**src/rtl/ilp_pkg.sv**
```systemverilog
// Shared character codes and types for the integer literal parser.
`default_nettype none

package ilp_pkg;

	// Width of the value field on the result channel.
	localparam int RESULT_BITS = 32;

	// ASCII codes that the parser recognizes.
	localparam logic [7:0] CH_MINUS   = 8'h2D;
	localparam logic [7:0] CH_PLUS    = 8'h2B;
	localparam logic [7:0] CH_ZERO    = 8'h30;
	localparam logic [7:0] CH_ONE     = 8'h31;
	localparam logic [7:0] CH_NINE    = 8'h39;
	localparam logic [7:0] CH_UPPER_A = 8'h41;
	localparam logic [7:0] CH_UPPER_B = 8'h42;
	localparam logic [7:0] CH_UPPER_X = 8'h58;
	localparam logic [7:0] CH_UPPER_Z = 8'h5A;
	localparam logic [7:0] CH_LOWER_A = 8'h61;
	localparam logic [7:0] CH_LOWER_Z = 8'h7A;
	localparam logic [7:0] CASE_OFFSET = 8'h20;

	// Status that travels from the parse stage to the result register.
	typedef struct packed {
		logic valid;
		logic negative;
		logic error;
	} parse_res_t;

endpackage

`default_nettype wire

```
**src/rtl/ilp_parse.sv**
```systemverilog
// Parse state machine with the per-character accumulate step.
`default_nettype none

module ilp_parse
	import ilp_pkg::*;
#(
	parameter int VALUE_BITS = 32
) (
	input  wire logic                  clk,
	input  wire logic                  arst_n,
	input  wire logic                  step,
	input  wire logic [7:0]            char_code,
	input  wire logic                  last_char,
	output logic      [VALUE_BITS-1:0] acc_next,
	output parse_res_t                 res
);

	localparam logic [1:0] PH_START  = 2'd0;
	localparam logic [1:0] PH_PREFIX = 2'd1;
	localparam logic [1:0] PH_DIGITS = 2'd2;
	localparam logic [1:0] PH_ERROR  = 2'd3;

	localparam logic [1:0] RX_DEC = 2'd0;
	localparam logic [1:0] RX_HEX = 2'd1;
	localparam logic [1:0] RX_BIN = 2'd2;

	logic [1:0]            phase_q;
	logic                  negative_q;
	logic [1:0]            radix_q;
	logic [VALUE_BITS-1:0] acc_q;

	logic [1:0]            phase_next;
	logic                  negative_next;
	logic [1:0]            radix_next;
	logic [7:0]            ch;
	logic [5:0]            digit;
	logic                  is_digit_char;
	logic [5:0]            radix_val;
	logic [VALUE_BITS-1:0] acc_scaled;

	// Fold lower case letters to upper case.
	always_comb begin
		if (char_code >= CH_LOWER_A && char_code <= CH_LOWER_Z) begin
			ch = char_code - CASE_OFFSET;
		end else begin
			ch = char_code;
		end
	end

	// Digit value of the folded character, for radices up to 36.
	always_comb begin
		digit = '0;
		is_digit_char = 1'b0;
		if (ch >= CH_ZERO && ch <= CH_NINE) begin
			digit = 6'(ch - CH_ZERO);
			is_digit_char = 1'b1;
		end else if (ch >= CH_UPPER_A && ch <= CH_UPPER_Z) begin
			digit = 6'(ch - CH_UPPER_A) + 6'd10;
			is_digit_char = 1'b1;
		end
	end

	// Radix value and the shifted accumulator; the unused code reads as decimal.
	always_comb begin
		case (radix_q)
			RX_HEX: begin
				radix_val = 6'd16;
				acc_scaled = acc_q << 4;
			end
			RX_BIN: begin
				radix_val = 6'd2;
				acc_scaled = acc_q << 1;
			end
			default: begin
				radix_val = 6'd10;
				acc_scaled = (acc_q << 3) + (acc_q << 1);
			end
		endcase
	end

	// Next state for the current character.
	always_comb begin
		phase_next = phase_q;
		negative_next = negative_q;
		radix_next = radix_q;
		acc_next = acc_q;
		unique case (phase_q)
			PH_START: begin
				if (ch == CH_MINUS) begin
					negative_next = 1'b1;
					radix_next = RX_DEC;
					phase_next = PH_DIGITS;
				end else if (ch == CH_PLUS) begin
					negative_next = 1'b0;
					radix_next = RX_DEC;
					phase_next = PH_DIGITS;
				end else if (ch == CH_ZERO) begin
					phase_next = PH_PREFIX;
				end else if (ch >= CH_ONE && ch <= CH_NINE) begin
					negative_next = 1'b0;
					radix_next = RX_DEC;
					phase_next = PH_DIGITS;
					acc_next = VALUE_BITS'(digit);
				end else begin
					phase_next = PH_ERROR;
				end
			end
			PH_PREFIX: begin
				if (ch == CH_UPPER_X) begin
					radix_next = RX_HEX;
					phase_next = PH_DIGITS;
				end else if (ch == CH_UPPER_B) begin
					radix_next = RX_BIN;
					phase_next = PH_DIGITS;
				end else begin
					phase_next = PH_ERROR;
				end
			end
			PH_DIGITS: begin
				if (is_digit_char && digit < radix_val) begin
					acc_next = acc_scaled + VALUE_BITS'(digit);
				end else begin
					phase_next = PH_ERROR;
				end
			end
			PH_ERROR: begin
				phase_next = PH_ERROR;
			end
			default: begin
				phase_next = PH_ERROR;
			end
		endcase
	end

	// Status for the result register; only meaningful with res.valid.
	assign res.valid = step && last_char;
	assign res.negative = negative_next;
	assign res.error = (phase_next == PH_ERROR);

	// State registers; the end of a literal returns to the start state.
	always_ff @(posedge clk or negedge arst_n) begin
		if (!arst_n) begin
			phase_q <= PH_START;
			negative_q <= 1'b0;
			radix_q <= RX_DEC;
			acc_q <= '0;
		end else if (step) begin
			if (last_char) begin
				phase_q <= PH_START;
				negative_q <= 1'b0;
				radix_q <= RX_DEC;
				acc_q <= '0;
			end else begin
				phase_q <= phase_next;
				negative_q <= negative_next;
				radix_q <= radix_next;
				acc_q <= acc_next;
			end
		end
	end

endmodule

`default_nettype wire

```
**src/rtl/ilp_result.sv**
```systemverilog
// Sign handling, width fitting and the output register of the parser.
`default_nettype none

module ilp_result
	import ilp_pkg::*;
#(
	parameter int VALUE_BITS = 32
) (
	input  wire logic                         clk,
	input  wire logic                         arst_n,
	input  wire logic      [VALUE_BITS-1:0]   acc,
	input  wire parse_res_t                   res,
	input  wire logic                         result_stall,
	output logic                              result_valid,
	output logic signed    [RESULT_BITS-1:0]  value,
	output logic                              invalid
);

	logic [VALUE_BITS-1:0]  signed_acc;
	logic [RESULT_BITS-1:0] fitted;
	logic                   valid_q;
	logic [RESULT_BITS-1:0] value_q;
	logic                   invalid_q;

	// Apply the sign modulo the accumulator width.
	assign signed_acc = res.negative ? (~acc + VALUE_BITS'(1)) : acc;

	// Sign-extend or cut the value to the result width.
	generate
		if (VALUE_BITS >= RESULT_BITS) begin : g_cut
			assign fitted = signed_acc[RESULT_BITS-1:0];
		end else begin : g_ext
			assign fitted = {{(RESULT_BITS-VALUE_BITS){signed_acc[VALUE_BITS-1]}}, signed_acc};
		end
	endgenerate

	// Output register; a new result loads only when the slot is free.
	always_ff @(posedge clk or negedge arst_n) begin
		if (!arst_n) begin
			valid_q <= 1'b0;
		end else if (res.valid) begin
			valid_q <= 1'b1;
		end else if (!result_stall) begin
			valid_q <= 1'b0;
		end
	end

	always_ff @(posedge clk) begin
		if (res.valid) begin
			value_q <= fitted;
			invalid_q <= res.error;
		end
	end

	assign result_valid = valid_q;
	assign value = signed'(value_q);
	assign invalid = invalid_q;

endmodule

`default_nettype wire

```
**src/rtl/integer_literal_parser.sv**
```systemverilog
// Top level of the integer literal parser.
`default_nettype none

// Parses one integer literal per run of characters: an optional sign and
// decimal digits, a 0x or 0b prefix with hex or binary digits, or a plain
// decimal number. Letters may be in either case. One character is taken per
// cycle with no gaps between literals unless char_stall holds the input; the
// single accumulate stage (a shift and add on the VALUE_BITS wide
// accumulator) sets that rate. A last character is registered at the input
// and its result at the output; a waiting result stalls the input only at
// the next literal's last character. The value wraps modulo 2^VALUE_BITS, is
// negated for a minus sign and is then sign-extended or cut to 32 bits.
module integer_literal_parser
	import ilp_pkg::*;
#(
	parameter int VALUE_BITS = 32
) (
	input  wire logic                      clk,
	input  wire logic                      arst_n,
	input  wire logic                      char_valid,
	output logic                           char_stall,
	input  wire logic [7:0]                char_code,
	input  wire logic                      last_char,
	output logic                           result_valid,
	input  wire logic                      result_stall,
	output logic signed [RESULT_BITS-1:0]  value,
	output logic                           invalid
);

	logic                  valid_s1;
	logic [7:0]            char_s1;
	logic                  last_s1;
	logic                  advance;
	logic                  step;
	logic [VALUE_BITS-1:0] acc_next;
	parse_res_t            res;

	// The parse stage holds only when it would emit a result into a full slot.
	assign advance = !(last_s1 && result_valid && result_stall);
	assign step = valid_s1 && advance;
	assign char_stall = valid_s1 && !advance;

	// Input register.
	always_ff @(posedge clk or negedge arst_n) begin
		if (!arst_n) begin
			valid_s1 <= 1'b0;
		end else if (!char_stall) begin
			valid_s1 <= char_valid;
		end
	end

	always_ff @(posedge clk) begin
		if (char_valid && !char_stall) begin
			char_s1 <= char_code;
			last_s1 <= last_char;
		end
	end

	ilp_parse #(
		.VALUE_BITS(VALUE_BITS)
	) u_parse (
		.clk(clk),
		.arst_n(arst_n),
		.step(step),
		.char_code(char_s1),
		.last_char(last_s1),
		.acc_next(acc_next),
		.res(res)
	);

	ilp_result #(
		.VALUE_BITS(VALUE_BITS)
	) u_result (
		.clk(clk),
		.arst_n(arst_n),
		.acc(acc_next),
		.res(res),
		.result_stall(result_stall),
		.result_valid(result_valid),
		.value(value),
		.invalid(invalid)
	);

endmodule

`default_nettype wire

```
**config.mk**
```make
export PLATFORM = sky130hd
export DESIGN_NAME = integer_literal_parser
export DESIGN_NICKNAME = d
export VERILOG_FILES = /design/src/rtl/ilp_pkg.sv /design/src/rtl/ilp_parse.sv /design/src/rtl/ilp_result.sv /design/src/rtl/integer_literal_parser.sv
export SDC_FILE = /design/constraint.sdc
export NUM_CORES = 1
export LEC_CHECK = 0
export BUFFER_PORTS_ARGS = -buffer_cell sky130_fd_sc_hd__buf_4
export CAP_MARGIN = 20
export CORE_MARGIN = 4
export CORE_UTILIZATION = 35
export DETAILED_ROUTE_END_ITERATION = 8
export SLEW_MARGIN = 20
export SYNTH_ARGS = -nofsm -noshare
export SYNTH_HDL_FRONTEND = slang
export SYNTH_SLANG_ARGS = --single-unit
```
**constraint.sdc**
```tcl
create_clock -name clk -period 8.85 [get_ports clk]
set_input_delay 1.77 -clock clk [delete_from_list [all_inputs] [get_ports clk]]
set_output_delay 1.77 -clock clk [all_outputs]
set_load 0.01 [all_outputs]
```
==> summary.txt <==
Run
  • Max Cap Viol: 0

GRT
  • Largest net degree at the start of global routing: 65
  • Global-route wire length before repair: 38300 µm
  • Vias in the first global route: 7358
  • Initial antenna violation count: 0
  • GRT overflow: 0
  • Gr usage total: 18.8%

Timing
  • Final Hold Fails: 0
  • Worst Tran Pin Value: between 900 and 1000 ps
  • Final Skew: 9.55 ps
  • Rel. slew slack: 33.4%
  • Final Cycle Share: 68.0%
  • RSZ-0062 raised after global routing: no
  • Tmin final: 6020 ps
  • Final worst setup slack: around 2800 ps
  • Setup_tns: 0 ps
  • Fmax: between 0.15 and 0.2 GHz
  • Worst Hold Slack: roughly 530 ps
  • Final setup vio count: 0
  • Final Slew Violations: 0

Floorplan
  • # IOs: 48
  • Width of the die: 158 µm
  • Core area: 22000 µm²
  • Die area: 25100 µm²
  • Row cnt: 54
  • Starting Density: 35.9%
  • Die height: 158 µm

Drt
  • Routed via count: 7833
  • Remaining antenna violation count: 0
  • Post-DR wirelength/cell: 19.0 µm
  • Remaining DRCs: 0
  • Initial DRC count: 708
  • Detailed Routing Iterations Pass 1: 5
  • Total Wirelength: between 20000 and 25000 µm
  • Vias/cell: 6.22

Critical path
  • Slowest stage delay, CP: 580 ps
  • Crit-path slowest cell: inv_1
  • WP buf/inv: 3
  • CP Cell Sequence: inv_1 > ha_2 > buf_4 > inv_1 > ha_1 > nor3_1 > o21ai_0 > o21ai_0 > a32o_1 > a21oi_1 > a21boi_0 > ha_1 > nand3_1 > nor2_1 > o211ai_1 > nor4_1 > nand4b_1 > o31ai_1 > xnor2_1
  • Critical Path RT: 8940 ps
  • Top cell family by delay on the critical path: compound AO/OA/AOI/OAI gates
  • Crit. End Element: flop
  • Crit path kind: reg -> reg
  • CP arrival: 6110 ps
  • Startpoint type of the worst setup path: flop
  • Peak fanout along the critical path: 64

Power and ir drop
  • Power Total: roughly 1.1 mW
  • Int Power: 0.718 mW
  • Peak supply drop: 0.0870 mV
  • Switching share of power: 32.0%
  • Pwr per Cell Area: 120 nW/µm²
  • Leakage power: 3.52 nW
  • Comb pwr share: 22.6%
  • Flop pwr share: around 40%
  • Clock Power Share: between 30% and 40%
  • Switching power: 0.338 mW

Synth
  • Xor/xnor share of the synthesized area: 5.65%
  • Post-synth cell types: 86
  • Sequential element share of the synthesized area: around 28%
  • Syn avg cell area: 8.28 µm²
  • Compound-cell area share of the yosys netlist: 31.5%
  • Syn nets: 1017
  • EDFF count, synth: 42
  • Leading register cell type out of synthesis: edfxtp_1
  • Largest family of logic cells by synthesized area: compound AO/OA/AOI/OAI gates
  • Yosys warnings: 0
  • Yosys reg bits: a little over 80
  • Cell area after synthesis: 7910 µm²
  • Post-synthesis adder-cell area fraction: 7.78%
  • Mux contribution to synthesized area: 0.901%
  • Synth Area in Simple Gates: 22.2%
  • Post-Synthesis Cells: 956
  • Post-synth ARST share: 48.1%

Place
  • Dpl hpwl: 17500 µm
  • Final GP Congestion: a little under 0.9
  • DP Worst Slack: 2970 ps
  • I/O Buffers: 47
  • Placed Instances: 1244

Clock tree
  • # clock sinks: 81
  • CTS tree: done
  • Resize count post-CTS: 0
  • Post CTS Setup Buffer Count: 0
  • Total CTS buffers: 9
  • Root buffer cell: clkbuf_16
  • H-tree depth: 3
  • Clk Latency, worst-skew pair: approximately 350 ps
  • CTS max path bufs: 2
  • Reg clk slew, reported paths: 70 ps
  • Hold buffers post-CTS: 0

Finish
  • Ant diodes: 0
  • Layout cells sized above 1: approximately 10%
  • Most common cell after layout, fill and taps aside: nand2_1
  • Final std cells w/o fill: 1260
  • Nets: a little over 1000
  • Commonest non-fill, non-tap cells in the layout: nand2_1, o21ai_0, nor2_1, a21oi_1, buf_4
  • Area growth, synth to finish: 11.3%

Hold path
  • Worst Hold Class: reg -> reg

Status
  • Status: completed
==> cell type report <==
type	instances	area [µm²]
fill	2244	13200
sequential	81	2240
multi-input combinational	800	5390
clock inverter	7	77.6
clock buffer	9	225
inverter	27	101
tap	280	350
timing repair buffer	56	420
==> layer usage <==
metal | track usage (%) | wire (µm)
met5 | 0 | 0
met4 | 4.47 | 441
met3 | 2.53 | 999
met2 | 33.5 | 12000
met1 | 24.3 | 10600
==> power by group through the flow <==
stage	Sequential [mW]	Combinational (mW)	Clock (mW)
final	0.432	0.239	0.385
after global routing	0.434	0.264	0.407
after CTS	0.432	0.237	0.390
after detailed placement	0.439	0.236	0
after global placement	0.439	0.234	0
after floorplan	0.434	0.166	0
==> state kept, by name, indices dropped and copies added (netlist names) <==
register,flops
u_parse.negative_q,1
u_result.value,32
u_parse.phase_q,2
char_s1,8
u_result.invalid,1
last_s1,1
u_result.result_valid,1
u_parse.radix_q,2
valid_s1,1
u_parse.acc_q,32
==> stage by stage <==
step	util [%]	cell area, µm²
6_report	40.0	8810
5_1_grt	40.0	8810
4_1_cts	40.0	8810
3_5_place_dp	38.6	8500
3_3_place_gp	38.6	8500
2_1_floorplan	-	7910
==> worst reg2reg max path, stage by stage, from the launching register on <==
cell and delay, ps:
dfrtp_1 380, inv_1 80, ha_2 310, buf_4 510, inv_1 600, ha_1 410, nor3_1 220, o21ai_0 110
o21ai_0 250, a32o_1 410, a21oi_1 370, a21boi_0 530, ha_1 330, nand3_1 90, nor2_1 100, o211ai_1 110
nor4_1 380, nand4b_1 220, o31ai_1 280, xnor2_1 90
==> path summary, 6_finish.rpt <==
check / depth (start not counted) / slack [ps] / startpoint / endpoint
setup reg to reg: 19 / 2830 / u_parse.radix_q[0] / u_result.value[30]
min in group asynchronous: 1 / 1410 / arst_n / u_parse.acc_q[21]
hold / removal: 2 / 530 / u_parse.negative_q / u_parse.negative_q
hold reg to reg: 2 / 530 / u_parse.negative_q / u_parse.negative_q
setup / recovery: 19 / 2830 / u_parse.radix_q[0] / u_result.value[30]
max in group asynchronous: 1 / 7020 / arst_n / u_parse.acc_q[7]
==> cells by family (layout without fill, tap and decap cells) <==
| family | after synthesis | after routing |
|---|---|---|
| compound gates | 345 | 345 |
| xor+xnor | 51 | 51 |
| fa+ha+maj | 48 | 48 |
| buf+inv | 75 | 99 |
| flops | 81 | 81 |
| mux | 7 | 7 |
| simple gates | 349 | 349 |
==> synthesized netlist by cell type (12+ instances only) <==
| master | count | area share, % |
|---|---|---|
| dfrtp_1 | 39 | 12 |
| clkbuf_1 | 31 | 1.5 |
| nor4_1 | 14 | 1.1 |
| o211ai_1 | 14 | 1.3 |
| a21o_1 | 18 | 1.7 |
| inv_1 | 26 | 1.2 |
| a21oi_1 | 59 | 3.7 |
| ha_1 | 46 | 7.3 |
| o21ai_0 | 72 | 4.6 |
| nand4_1 | 12 | 0.95 |
| nand2_1 | 106 | 5.0 |
| a221o_1 | 14 | 1.8 |
| xnor2_1 | 30 | 3.3 |
| nor2_1 | 69 | 3.3 |
| nand3_1 | 29 | 1.8 |
| nor3_1 | 30 | 1.9 |
| edfxtp_1 | 42 | 16 |
| o31ai_1 | 12 | 1.1 |
| a22o_1 | 15 | 1.7 |
| xor2_1 | 21 | 2.3 |
| a211oi_1 | 13 | 1.2 |
| o21a_1 | 12 | 1.1 |
| a221oi_1 | 13 | 1.4 |
(Power assumes the default switching activity.)
